File: src/rtl/nns_pkg.sv
package nns_pkg;

	localparam int DIM         = 128;
	localparam int MAX_VECTORS = 65536;

	localparam int POS_W   = (DIM > 1) ? $clog2(DIM) : 1;
	localparam int IDX_W   = $clog2(MAX_VECTORS);
	localparam int VC_W    = IDX_W + 1;
	localparam int COORD_W = 16;
	localparam int ABS_W   = 16;
	localparam int SQ_W    = 2 * ABS_W;
	localparam int SUM_W   = 39;
	localparam int ROOT_W  = 20;
	localparam int INDEX_W = 16;

	localparam logic [SUM_W-1:0]  SUM_MAX   = {SUM_W{1'b1}};
	localparam logic [ROOT_W-1:0] ROOT_ONES = {ROOT_W{1'b1}};

	// strobes from the sequencer into the distance datapath
	typedef struct packed {
		logic mul_en;
		logic acc_en;
		logic last_vec;
		logic last_set;
	} dist_ctrl_t;

	// search state as it stands after the current accumulate step
	typedef struct packed {
		logic             found;
		logic [SUM_W-1:0] best_sum;
		logic [IDX_W-1:0] best_pos;
	} dist_res_t;

endpackage

File: src/rtl/nns_qmem.sv
module nns_qmem (
	input  logic                                clk,
	input  logic                                wr_en,
	input  logic [nns_pkg::POS_W-1:0]           wr_addr,
	input  logic signed [nns_pkg::COORD_W-1:0]  wr_data,
	input  logic                                rd_en,
	input  logic [nns_pkg::POS_W-1:0]           rd_addr,
	output logic signed [nns_pkg::COORD_W-1:0]  rd_data
);

	logic signed [nns_pkg::COORD_W-1:0] mem [nns_pkg::DIM];
	logic signed [nns_pkg::COORD_W-1:0] rd_data_q;

	always_ff @(posedge clk) begin
		if (wr_en) begin
			mem[wr_addr] <= wr_data;
		end
	end

	always_ff @(posedge clk) begin
		if (rd_en) begin
			rd_data_q <= mem[rd_addr];
		end
	end

	assign rd_data = rd_data_q;

endmodule

File: src/rtl/nns_dist.sv
module nns_dist (
	input  logic                                clk,
	input  logic                                arst_n,
	input  nns_pkg::dist_ctrl_t                 ctrl,
	input  logic signed [nns_pkg::COORD_W-1:0]  coord,
	input  logic signed [nns_pkg::COORD_W-1:0]  query,
	output nns_pkg::dist_res_t                  res
);

	logic signed [nns_pkg::COORD_W:0]   diff;
	logic signed [nns_pkg::COORD_W:0]   neg_diff;
	logic [nns_pkg::ABS_W-1:0]          abs_diff;
	logic [nns_pkg::SQ_W-1:0]           sq_s1;
	logic [nns_pkg::SUM_W:0]            sum_wide;
	logic [nns_pkg::SUM_W-1:0]          new_sum;
	logic                               cnt_ok;
	logic                               take;

	logic [nns_pkg::SUM_W-1:0]          run_q;
	logic [nns_pkg::SUM_W-1:0]          best_q;
	logic [nns_pkg::IDX_W-1:0]          best_pos_q;
	logic [nns_pkg::VC_W-1:0]           vc_q;
	logic                               found_q;

	assign diff     = {coord[nns_pkg::COORD_W-1], coord} - {query[nns_pkg::COORD_W-1], query};
	assign neg_diff = -diff;
	assign abs_diff = diff[nns_pkg::COORD_W] ? neg_diff[nns_pkg::ABS_W-1:0]
	                                         : diff[nns_pkg::ABS_W-1:0];

	always_ff @(posedge clk) begin
		if (ctrl.mul_en) begin
			sq_s1 <= abs_diff * abs_diff;
		end
	end

	// saturating accumulate, then the compare against the best so far
	assign sum_wide = {1'b0, run_q} + (nns_pkg::SUM_W+1)'(sq_s1);
	assign new_sum  = sum_wide[nns_pkg::SUM_W] ? nns_pkg::SUM_MAX
	                                           : sum_wide[nns_pkg::SUM_W-1:0];
	assign cnt_ok   = vc_q < nns_pkg::VC_W'(nns_pkg::MAX_VECTORS);
	assign take     = ctrl.last_vec && cnt_ok && (!found_q || new_sum < best_q);

	assign res.found    = found_q || (ctrl.last_vec && cnt_ok);
	assign res.best_sum = take ? new_sum : best_q;
	assign res.best_pos = take ? vc_q[nns_pkg::IDX_W-1:0] : best_pos_q;

	always_ff @(posedge clk or negedge arst_n) begin
		if (!arst_n) begin
			run_q      <= '0;
			best_q     <= nns_pkg::SUM_MAX;
			best_pos_q <= '0;
			vc_q       <= '0;
			found_q    <= 1'b0;
		end else if (ctrl.acc_en) begin
			if (ctrl.last_set) begin
				run_q      <= '0;
				best_q     <= nns_pkg::SUM_MAX;
				best_pos_q <= '0;
				vc_q       <= '0;
				found_q    <= 1'b0;
			end else begin
				run_q      <= ctrl.last_vec ? '0 : new_sum;
				best_q     <= res.best_sum;
				best_pos_q <= res.best_pos;
				found_q    <= res.found;
				if (ctrl.last_vec && cnt_ok) begin
					vc_q <= vc_q + 1'b1;
				end
			end
		end
	end

endmodule

File: src/rtl/nns_sqrt.sv
module nns_sqrt (
	input  logic                               clk,
	input  logic                               arst_n,
	input  logic                               start,
	input  logic [nns_pkg::SUM_W-1:0]          value,
	output logic                               busy,
	output logic                               done,
	output logic [nns_pkg::ROOT_W-1:0]         root
);

	localparam int RAD_W  = 2 * nns_pkg::ROOT_W;
	localparam int REM_W  = nns_pkg::ROOT_W + 2;
	localparam int CNT_W  = $clog2(nns_pkg::ROOT_W);
	localparam logic [CNT_W-1:0] LAST_STEP = CNT_W'(nns_pkg::ROOT_W - 1);

	logic [RAD_W-1:0]            rad_q;
	logic [REM_W-1:0]            rem_q;
	logic [nns_pkg::ROOT_W-1:0]  root_q;
	logic [CNT_W-1:0]            cnt_q;
	logic                        busy_q;
	logic                        done_q;

	logic [REM_W+1:0]            rem_sh;
	logic [REM_W+1:0]            trial;
	logic                        fits;
	logic [REM_W+1:0]            rem_sub;

	// one result bit per cycle, two radicand bits brought down each step
	assign rem_sh  = {rem_q, rad_q[RAD_W-1 -: 2]};
	assign trial   = {2'b00, root_q, 2'b01};
	assign fits    = rem_sh >= trial;
	assign rem_sub = rem_sh - trial;

	always_ff @(posedge clk or negedge arst_n) begin
		if (!arst_n) begin
			busy_q <= 1'b0;
			done_q <= 1'b0;
			cnt_q  <= '0;
		end else if (start) begin
			busy_q <= 1'b1;
			done_q <= 1'b0;
			cnt_q  <= '0;
		end else if (busy_q) begin
			cnt_q <= cnt_q + 1'b1;
			if (cnt_q == LAST_STEP) begin
				busy_q <= 1'b0;
				done_q <= 1'b1;
			end
		end
	end

	always_ff @(posedge clk) begin
		if (start) begin
			rad_q  <= RAD_W'(value);
			rem_q  <= '0;
			root_q <= '0;
		end else if (busy_q) begin
			rad_q  <= {rad_q[RAD_W-3:0], 2'b00};
			rem_q  <= fits ? rem_sub[REM_W-1:0] : rem_sh[REM_W-1:0];
			root_q <= {root_q[nns_pkg::ROOT_W-2:0], fits};
		end
	end

	assign busy = busy_q;
	assign done = done_q;
	assign root = root_q;

endmodule

File: src/rtl/nearest_neighbor_search_core.sv
// Brute-force nearest neighbor search over squared Euclidean distance. Beats with func low
// load the query one coordinate at a time into a DIM-entry memory without stalling the
// input. Beats with func high carry candidate coordinates and run in order through the
// query memory read, the shared 16x16 square of the difference, and the saturating
// accumulate and best-so-far compare. The beat marked last_of_set then starts the square
// root, a shared iterative unit giving one result bit per cycle, and the result is
// registered once the root is done; in_stall stays high while any of this runs. A result
// waiting on out_stall holds up new input beats only once the next set's root is done,
// keeping in_stall high until the waiting result is taken. The query is kept across sets;
// reading a query coordinate that was never loaded gives an undefined distance.
module nearest_neighbor_search_core (
	input  logic                                clk,
	input  logic                                arst_n,
	input  logic                                in_valid,
	output logic                                in_stall,
	input  logic                                func,
	input  logic signed [nns_pkg::COORD_W-1:0]  coordinate,
	input  logic                                last_of_vector,
	input  logic                                last_of_set,
	output logic                                out_valid,
	input  logic                                out_stall,
	output logic [nns_pkg::ROOT_W-1:0]          min_distance,
	output logic [nns_pkg::SUM_W-1:0]           min_sq_distance,
	output logic [nns_pkg::INDEX_W-1:0]         nearest_index,
	output logic                                empty_set
);

	typedef enum logic [3:0] {
		S_IDLE = 4'b0001,
		S_MUL  = 4'b0010,
		S_ACC  = 4'b0100,
		S_ROOT = 4'b1000
	} state_t;

	state_t state_q;
	state_t state_d;

	logic                                in_acc;
	logic [nns_pkg::POS_W-1:0]           pos_q;
	logic [nns_pkg::POS_W:0]             pos_inc;
	logic                                pos_wrap;
	logic signed [nns_pkg::COORD_W-1:0]  coord_q;
	logic                                lv_q;
	logic                                ls_q;
	logic signed [nns_pkg::COORD_W-1:0]  query;

	nns_pkg::dist_ctrl_t                 ctrl;
	nns_pkg::dist_res_t                  res;

	logic                                sq_start;
	logic                                sq_busy;
	logic                                sq_done;
	logic [nns_pkg::ROOT_W-1:0]          sq_root;

	logic                                res_empty_q;
	logic [nns_pkg::SUM_W-1:0]           res_sq_q;
	logic [nns_pkg::IDX_W-1:0]           res_idx_q;
	logic [31:0]                         idx_wide;

	logic                                out_load;
	logic                                out_valid_q;
	logic [nns_pkg::ROOT_W-1:0]          out_dist_q;
	logic [nns_pkg::SUM_W-1:0]           out_sq_q;
	logic [nns_pkg::INDEX_W-1:0]         out_idx_q;
	logic                                out_empty_q;

	assign in_stall = (state_q != S_IDLE);
	assign in_acc   = in_valid && (state_q == S_IDLE);

	assign pos_inc  = {1'b0, pos_q} + 1'b1;
	assign pos_wrap = (pos_inc == (nns_pkg::POS_W+1)'(nns_pkg::DIM));

	nns_qmem u_qmem (
		.clk     (clk),
		.wr_en   (in_acc && !func),
		.wr_addr (pos_q),
		.wr_data (coordinate),
		.rd_en   (in_acc && func),
		.rd_addr (pos_q),
		.rd_data (query)
	);

	always_ff @(posedge clk) begin
		if (in_acc) begin
			coord_q <= coordinate;
			lv_q    <= last_of_vector;
			ls_q    <= last_of_set;
		end
	end

	// query loading and candidate streaming share the coordinate position
	always_ff @(posedge clk or negedge arst_n) begin
		if (!arst_n) begin
			pos_q <= '0;
		end else if (in_acc && !func) begin
			pos_q <= (last_of_vector || pos_wrap) ? '0 : pos_inc[nns_pkg::POS_W-1:0];
		end else if (state_q == S_ACC) begin
			pos_q <= (lv_q || ls_q || pos_wrap) ? '0 : pos_inc[nns_pkg::POS_W-1:0];
		end
	end

	assign ctrl.mul_en   = (state_q == S_MUL);
	assign ctrl.acc_en   = (state_q == S_ACC);
	assign ctrl.last_vec = lv_q || ls_q || pos_wrap;
	assign ctrl.last_set = ls_q;

	nns_dist u_dist (
		.clk    (clk),
		.arst_n (arst_n),
		.ctrl   (ctrl),
		.coord  (coord_q),
		.query  (query),
		.res    (res)
	);

	assign sq_start = (state_q == S_ACC) && ls_q;

	nns_sqrt u_sqrt (
		.clk    (clk),
		.arst_n (arst_n),
		.start  (sq_start),
		.value  (res.best_sum),
		.busy   (sq_busy),
		.done   (sq_done),
		.root   (sq_root)
	);

	always_ff @(posedge clk) begin
		if (sq_start) begin
			res_empty_q <= !res.found;
			res_sq_q    <= res.best_sum;
			res_idx_q   <= res.best_pos;
		end
	end

	assign idx_wide = 32'(res_idx_q);
	assign out_load = (state_q == S_ROOT) && sq_done && (!out_valid_q || !out_stall);

	always_comb begin
		state_d = state_q;
		case (state_q)
			S_IDLE: begin
				if (in_acc && func) begin
					state_d = S_MUL;
				end
			end
			S_MUL: begin
				state_d = S_ACC;
			end
			S_ACC: begin
				state_d = ls_q ? S_ROOT : S_IDLE;
			end
			S_ROOT: begin
				if (out_load) begin
					state_d = S_IDLE;
				end
			end
			default: begin
				state_d = S_IDLE;
			end
		endcase
	end

	always_ff @(posedge clk or negedge arst_n) begin
		if (!arst_n) begin
			state_q     <= S_IDLE;
			out_valid_q <= 1'b0;
		end else begin
			state_q <= state_d;
			if (out_load) begin
				out_valid_q <= 1'b1;
			end else if (!out_stall) begin
				out_valid_q <= 1'b0;
			end
		end
	end

	always_ff @(posedge clk) begin
		if (out_load) begin
			out_dist_q  <= res_empty_q ? nns_pkg::ROOT_ONES : sq_root;
			out_sq_q    <= res_empty_q ? nns_pkg::SUM_MAX : res_sq_q;
			out_idx_q   <= res_empty_q ? '0 : idx_wide[nns_pkg::INDEX_W-1:0];
			out_empty_q <= res_empty_q;
		end
	end

	assign out_valid       = out_valid_q;
	assign min_distance    = out_dist_q;
	assign min_sq_distance = out_sq_q;
	assign nearest_index   = out_idx_q;
	assign empty_set       = out_empty_q;

	a_cand_seq: assert property (@(posedge clk) disable iff (!arst_n)
		in_valid && !in_stall && func |=> state_q == S_MUL ##1 state_q == S_ACC)
		else $error("candidate beat did not run read, square and accumulate in order");

	a_sqrt_free: assert property (@(posedge clk) disable iff (!arst_n)
		sq_start |-> !sq_busy)
		else $error("square root started while still busy");

	a_empty_fields: assert property (@(posedge clk) disable iff (!arst_n)
		out_valid && empty_set |-> min_sq_distance == nns_pkg::SUM_MAX &&
			min_distance == nns_pkg::ROOT_ONES && nearest_index == '0)
		else $error("empty-set result carries wrong distance or index");

	a_pos_range: assert property (@(posedge clk) disable iff (!arst_n)
		32'(pos_q) < nns_pkg::DIM)
		else $error("coordinate position out of range");

endmodule
File: config.mk
export PLATFORM = sky130hd
export DESIGN_NAME = nearest_neighbor_search_core
export DESIGN_NICKNAME = d
export VERILOG_FILES = /design/src/rtl/nns_pkg.sv /design/src/rtl/nns_qmem.sv /design/src/rtl/nns_dist.sv /design/src/rtl/nns_sqrt.sv /design/src/rtl/nearest_neighbor_search_core.sv
export SDC_FILE = /design/constraint.sdc
export NUM_CORES = 2
export LEC_CHECK = 0
export BUFFER_PORTS_ARGS = -buffer_cell sky130_fd_sc_hd__buf_2
export CORE_MARGIN = 3
export CORE_UTILIZATION = 30
export DETAILED_ROUTE_END_ITERATION = 8
export GPL_TIMING_DRIVEN = 0
export HOLD_SLACK_MARGIN = 0.03
export PLACE_DENSITY = 0.44
export SYNTH_ARGS = -nofsm -noshare
export SYNTH_HDL_FRONTEND = slang
export SYNTH_SLANG_ARGS = --single-unit
File: constraint.sdc
create_clock -name clk -period 25.4 [get_ports clk]
set_input_delay 3.81 -clock clk [delete_from_list [all_inputs] [get_ports clk]]
set_output_delay 3.81 -clock clk [all_outputs]
set_load 0.05 [all_outputs]
== Word-level counts from Yosys, hierarchy flattened ==
Memories as Yosys holds them, arrays and structs flattened. A register that Yosys moved wholly into a read port is not among the register bits.
Index checks and enable logic that the tools add are counted.

* Flip-flop bits (word level): 395
* RAM bits: 2048
* Input bits: 23
* Output and inout bits: 78
* Logic and storage cells: 108
* Memories kept: 1

{| class="wikitable"
|+ Memory list
! memory !! words !! width !! read ports !! clocked after Yosys merged registers in !! wr ports !! RTL line !! text
|-
| u_qmem.mem || 128 || 16 || 1 || 1 || 1 || nns_qmem.sv:11 || <nowiki>logic signed [nns_pkg::COORD_W-1:0] mem [nns_pkg::DIM];</nowiki>
|}

* Add/sub/neg operators: 7
* $mul: 1
* Magnitude comparators: 3
* Equal/unequal tests: 10
* Mux-type cells: 34
* Reductions and logical operators: 26

{| class="wikitable"
|+ Operator list
! operator !! number
|-
| 39-bit two-way mux || 7
|-
| 16-bit two-way mux || 3
|-
| 39-bit by 32-bit adder with 40-bit output || 1
|-
| 39-bit < comparator || 1
|-
| 17-bit two-way mux || 2
|-
| 16-bit by 16-bit multiplier with 32-bit output || 1
|-
| 7-bit two-way mux || 4
|-
| 24-bit by 22-bit >= comparator with 1-bit output || 1
|-
| 22-bit two-way mux || 1
|-
| 22-bit subtractor || 1
|-
| 17-bit by 1-bit adder with 17-bit output, second input constant || 1
|-
| 17-bit < comparator, second input constant || 1
|-
| 16-bit by 16-bit subtractor with 17-bit output || 1
|-
| 16-bit negation || 1
|-
| 4-bit one-hot mux with 4 select lines || 1
|-
| 4-bit two-way mux || 3
|-
| 1-bit two-way mux || 11
|-
| 5-bit two-way mux || 2
|-
| 7-bit by 1-bit adder with 8-bit output, second input constant || 1
|-
| 8-bit equality test, second input constant || 1
|-
| 1-bit logical AND || 8
|-
| 2-bit nonzero test || 4
|-
| 1-bit logical OR || 6
|-
| 2-bit AND reduction || 3
|-
| 10 further kinds || 15
|}

== Depth between registers and ports, before layout ==
* Depth after elaboration: 7
* Gate-level depth with buffers: 40
* Mapped depth without buffers: 39

== Cells and area by module ==
Synthesis repeated with hierarchy kept, for this count alone.

* Cells, all modules: 5823
* Area total of the unflattened synthesis: 106991.4 um2

{| class="wikitable"
|+ Modules (own cells, without submodules)
! module !! instances !! cells an instance !! area an instance (um2) !! seq. area each (um2)
|-
| nns_qmem || 1 || 3086 || 78683.0 || 61979.4
|-
| nns_dist || 1 || 1972 || 17750.8 || 3782.4
|-
| nearest_neighbor_search_core || 1 || 314 || 5743.0 || 4805.9
|-
| nns_sqrt || 1 || 451 || 4814.6 || 2207.1
|}

== Worst setup path after synthesis ==
No wires, ideal clock.

* Path type: flip-flop to flip-flop
* From: register u_qmem.rd_data_q, in the netlist u_qmem.rd_data[0], read port of u_qmem.mem
* To: register u_dist.sq_s1[31] (netlist bit) (data pin)
* Library setup time: 0.268 ns
* Arrival: 8.989 ns
* Required time: 25.132 ns
* Slack: 16.143 ns
* Stages on the path, launching flop included: 35
* Path buffers: 0
* Clock period less this slack: 9.257 ns
* Cell sequence: edfxtp_1 -> ha_1 -> fa_1 -> nor2b_1 -> o2111ai_1 -> and3_1 -> nor3_1 -> o21a_1 -> nor3_1 -> mux2i_1 -> a21oi_1 -> xnor2_1 -> clkinv_1 -> nand2_1 -> fa_1 -> fa_1 -> inv_1 -> fa_1 -> fa_1 -> fa_1 -> inv_1 -> fa_1 -> inv_1 -> ha_1 -> a21o_1 -> a21o_1 -> a221o_1 -> a21oi_1 -> o21ai_0 -> a31o_2 -> a211o_1 -> a21o_1 -> a21oi_1 -> o21a_1 -> xnor3_1

* Longest elaborated chain between the ends: 4

{| class="wikitable"
|+ Ends and longest elaborated chain
! item !! RTL line !! text
|-
| from (decl) || nns_qmem.sv:12 || <nowiki>logic signed [nns_pkg::COORD_W-1:0] rd_data_q;</nowiki>
|-
| 16-bit by 16-bit subtractor with 17-bit output (*) || nns_dist.sv:25 || <nowiki>assign diff = {coord[nns_pkg::COORD_W-1], coord} - {query[nns_pkg::COORD_W-1], query};</nowiki>
|-
| 16-bit negation || nns_dist.sv:26 || <nowiki>assign neg_diff = -diff;</nowiki>
|-
| 16-bit two-way mux (*) || nns_dist.sv:27 || <nowiki>assign abs_diff = diff[nns_pkg::COORD_W] ? neg_diff[nns_pkg::ABS_W-1:0]</nowiki>
|-
| 16-bit by 16-bit multiplier with 32-bit output (*) || nns_dist.sv:32 || <nowiki>sq_s1 <= abs_diff * abs_diff;</nowiki>
|-
| to (signal assigned) || nns_dist.sv:32 ||
|-
| to (decl) || nns_dist.sv:13 || <nowiki>logic [nns_pkg::SQ_W-1:0] sq_s1;</nowiki>
|}

Every way passes the cells marked *; elsewhere a longest branch is shown, timed or not.
A chain may end at the register's enable or synchronous reset.

== Final worst setup path ==
Same ends and word-level chain as after synthesis.

==> metrics.md <==
| Metric | Value |
|---|---|
| Status | `complete, but fails checks` |
| Failing checks | `capacitance limit, slew limit` |
| Vias/cell | `approximately 5.9` |
| Minimum clock period | `around 11 ns` |
| Slew @ Worst Pin | `approximately 1.8 ns` |
| CP Capture Type | `flop` |
| CP max FO | `9` |
| Area Overhead vs Synth | `18.3%` |
| Yosys top cell area share | `0.670` |
| Share of cells above drive strength 1 | `0.158` |
| Fraction of registers with async set/reset | `0.0533` |
| Clock sink total | `between 2000 and 2500` |
| Clock root cell | `clkbuf_16` |
| Most common cell in the netlist | `edfxtp_1` |
| Full die area | `348000 um^2` |
| Pin count of the biggest net entering global routing | `114` |
| Yosys warns | `0` |
| WL final | `slightly below 500000 um` |
| Crit path kind | `reg -> reg` |
| Top post-synthesis cells by count | `2284 x edfxtp_1, 645 x a22oi_1, 345 x inv_1, 325 x nor2_1, 266 x clkbuf_1` |
| Critical path launch point type | `flop` |
| # hold bufs at CTS | `0` |
| First-pass DRT Iterations | `8` |
| Top delay family on crit path | `adder cells` |
| Net Count, Synth | `7032` |
| Critical Path RT | `~26 ns` |
| Antenna Violating Nets Remaining | `0` |
| Tcrit/Tclk final | `0.444` |
| RD Place Congestion | `approximately 1` |
| Critical Path AT | `~12 ns` |
| Fin worst setup slack | `roughly 14 ns` |
| Worst relative slew slack | `-0.168` |
| Initial antenna violation count | `80` |
| GRT overflow | `0` |
| Post-Synthesis Cells | `6638` |
| Synth cell types | `90` |
| Util after Layout | `0.358` |
| # Post-CTS Setup Buffers | `0` |
| Count of pins over their slew limit | `~170` |
| Critical path buffer and inverter count | `6` |
| Max Fclk | `around 89 MHz` |
| M3 GR Usage | `0.0815` |
| Hold Path Class | `reg -> reg` |
| Num CTS Buffers | `between 200 and 300` |
| RSZ-0062 raised after global routing | `no` |
| Met1 Use GR | `0.346` |
| First-pass GRT wire length | `about 630000 um` |
| Mean Syn Cell Area | `~15 um^2` |
| # IOs | `around 100` |
| Hold Vio Cnt, Final | `0` |
| Vias in the first global route | `65500` |
| Post-synth EDFFs | `2284` |
| TritonCTS clock tree | `yes` |
| Core Area | `about 340000 um^2` |
| Via count | `between 70000 and 80000` |
| Cell taking the most area after synthesis | `edfxtp_1` |
| Initial Util | `0.303` |
| Seq/Total Area, Yosys | `0.711` |
| Setup TNS | `0 ns` |
| Ranking of synthesized cells by area | `edfxtp_1 67%, a22oi_1 4.7%, fa_1 3.2%` |
| Die Ht | `about 590 um` |
| Chip width | `590 um` |
| DP HPWL | `approximately 320000 um` |
| Fin nets | `between 7000 and 8000` |
| GR Layer Usage met2 | `0.401` |
| Max_cap viols | `18` |
| Largest stage delay, worst path | `~0.96 ns` |
| Tot GR Track Use | `0.271` |
| Clock latency on the worst-skew pair | `approximately 0.92 ns` |
| Ys flop type | `edfxtp_1` |
| I/O Buffers | `100` |
| Slowest CP cell | `xnor2_1` |
| Hold slack | `about 0.49 ns` |
| Post-Syn Area | `102000 um^2` |
| DRT iter0 DRCs | `between 10000 and 15000` |
| Most used routing layer | `met2` |
| Post-synthesis register bit count | `between 2000 and 2500` |
| Final setup viols | `0` |
| Row count | `213` |
| Drt wl/cell | `about 41 um` |
| Worst slack, placed | `14.03 ns` |
| # resized after CTS | `0` |
| Clock transition at path regs | `approximately 0.060 ns` |
| H-tree levels | `5` |
| Residual DRC | `0` |
| Clk_skew | `about 0.10 ns` |
| Clock Path Buffers | `4` |
| Cell mode on critical path | `fa_1` |
## state kept, by name (all words and copies together), names as in the netlist, 22 cells and up
register,cells
u_sqrt.rad_q,40
u_dist.run_q,39
u_dist.best_q,39
u_qmem.mem,2048
res_sq_q,39
min_sq_distance,39
u_sqrt.rem_q,22
u_dist.sq_s1,31
## layer usage
metal  vias to the layer above  share of wire
li1                      27400              -
met1                     36500           0.38
met2                      5365           0.43
met3                      1260           0.12
met4                        28          0.073
met5                         -        0.00075
## layout by cell type, fill, tap and decap left out, types with 197 or more instances in the layout
| cell type | netlist | layout |
|---|---|---|
| clkbuf_1 | 266 | 209 |
| clkbuf_16 | 0 | 284 |
| nand2_1 | 223 | 222 |
| edfxtp_1 | 2284 | 2284 |
| a221oi_1 | 201 | 201 |
| nor2_1 | 325 | 197 |
| inv_1 | 345 | 344 |
| a22o_1 | 228 | 228 |
| a22oi_1 | 645 | 645 |
| ha_1 | 208 | 208 |
## stage by stage
| step | instances | instance area (um^2) |
|---|---|---|
| after floorplan | 6638 | 102000 |
| after global placement | 11300 | 108000 |
| after detailed placement | 11400 | 113000 |
| after CTS | 11900 | 121000 |
| after global routing | 11900 | 121000 |
| final | 11900 | 121000 |
## logic make-up after synthesis
family / synth area share
compound gates: 0.127
xor+xnor: 0.00962
fa+ha+maj: 0.0573
buf+inv: 0.0275
flops: 0.711
mux: 0.0164
simple gates: 0.0507
## area by class of cell
| type | count | area (um^2) |
|---|---|---|
| diodes | 56 | 140 |
| plain buffers | 381 | 1730 |
| clock buffers | 350 | 7380 |
| clock inverters | 119 | 868 |
| fillers | 32100 | 217000 |
| inverters | 353 | 1330 |
| multi-input cells | 3446 | 27600 |
| flip-flops and latches | 2458 | 72800 |
| well taps | 4515 | 5650 |
| repair buffers | 236 | 3570 |
## path summary, 6_finish.rpt
path / from / to / slack (ns) / cells past startpoint
min reg2reg: u_sqrt.rad_q[37] / u_sqrt.rad_q[39] / 0.49 / 2
max: u_qmem.rd_data[0] / u_dist.sq_s1[31] / 14.12 / 35
max in group asynchronous: arst_n / state_q[0] / 21.60 / 2
min in group asynchronous: arst_n / u_dist.run_q[20] / 3.01 / 1
min: u_sqrt.rad_q[37] / u_sqrt.rad_q[39] / 0.49 / 2
max reg2reg: u_qmem.rd_data[0] / u_dist.sq_s1[31] / 14.12 / 35
## worst register-to-register path, delay by kind of cell (launching register included)
| kind | cells | cell delay (ns) |
|---|---|---|
| buffers and inverters | 6 | 1.20 |
| flip-flops | 1 | 0.37 |
| AO/OA/AOI/OAI | 10 | 2.50 |
| AND/OR/NAND/NOR | 7 | 1.47 |
| XOR/XNOR | 2 | 1.22 |
| multiplexers | 1 | 0.33 |
| adder cells (fa/ha/maj) | 9 | 3.92 |
Power is left out: the tool's default activity adds up to more than one toggle a clock period on the data nets, which glitch-free logic cannot reach.
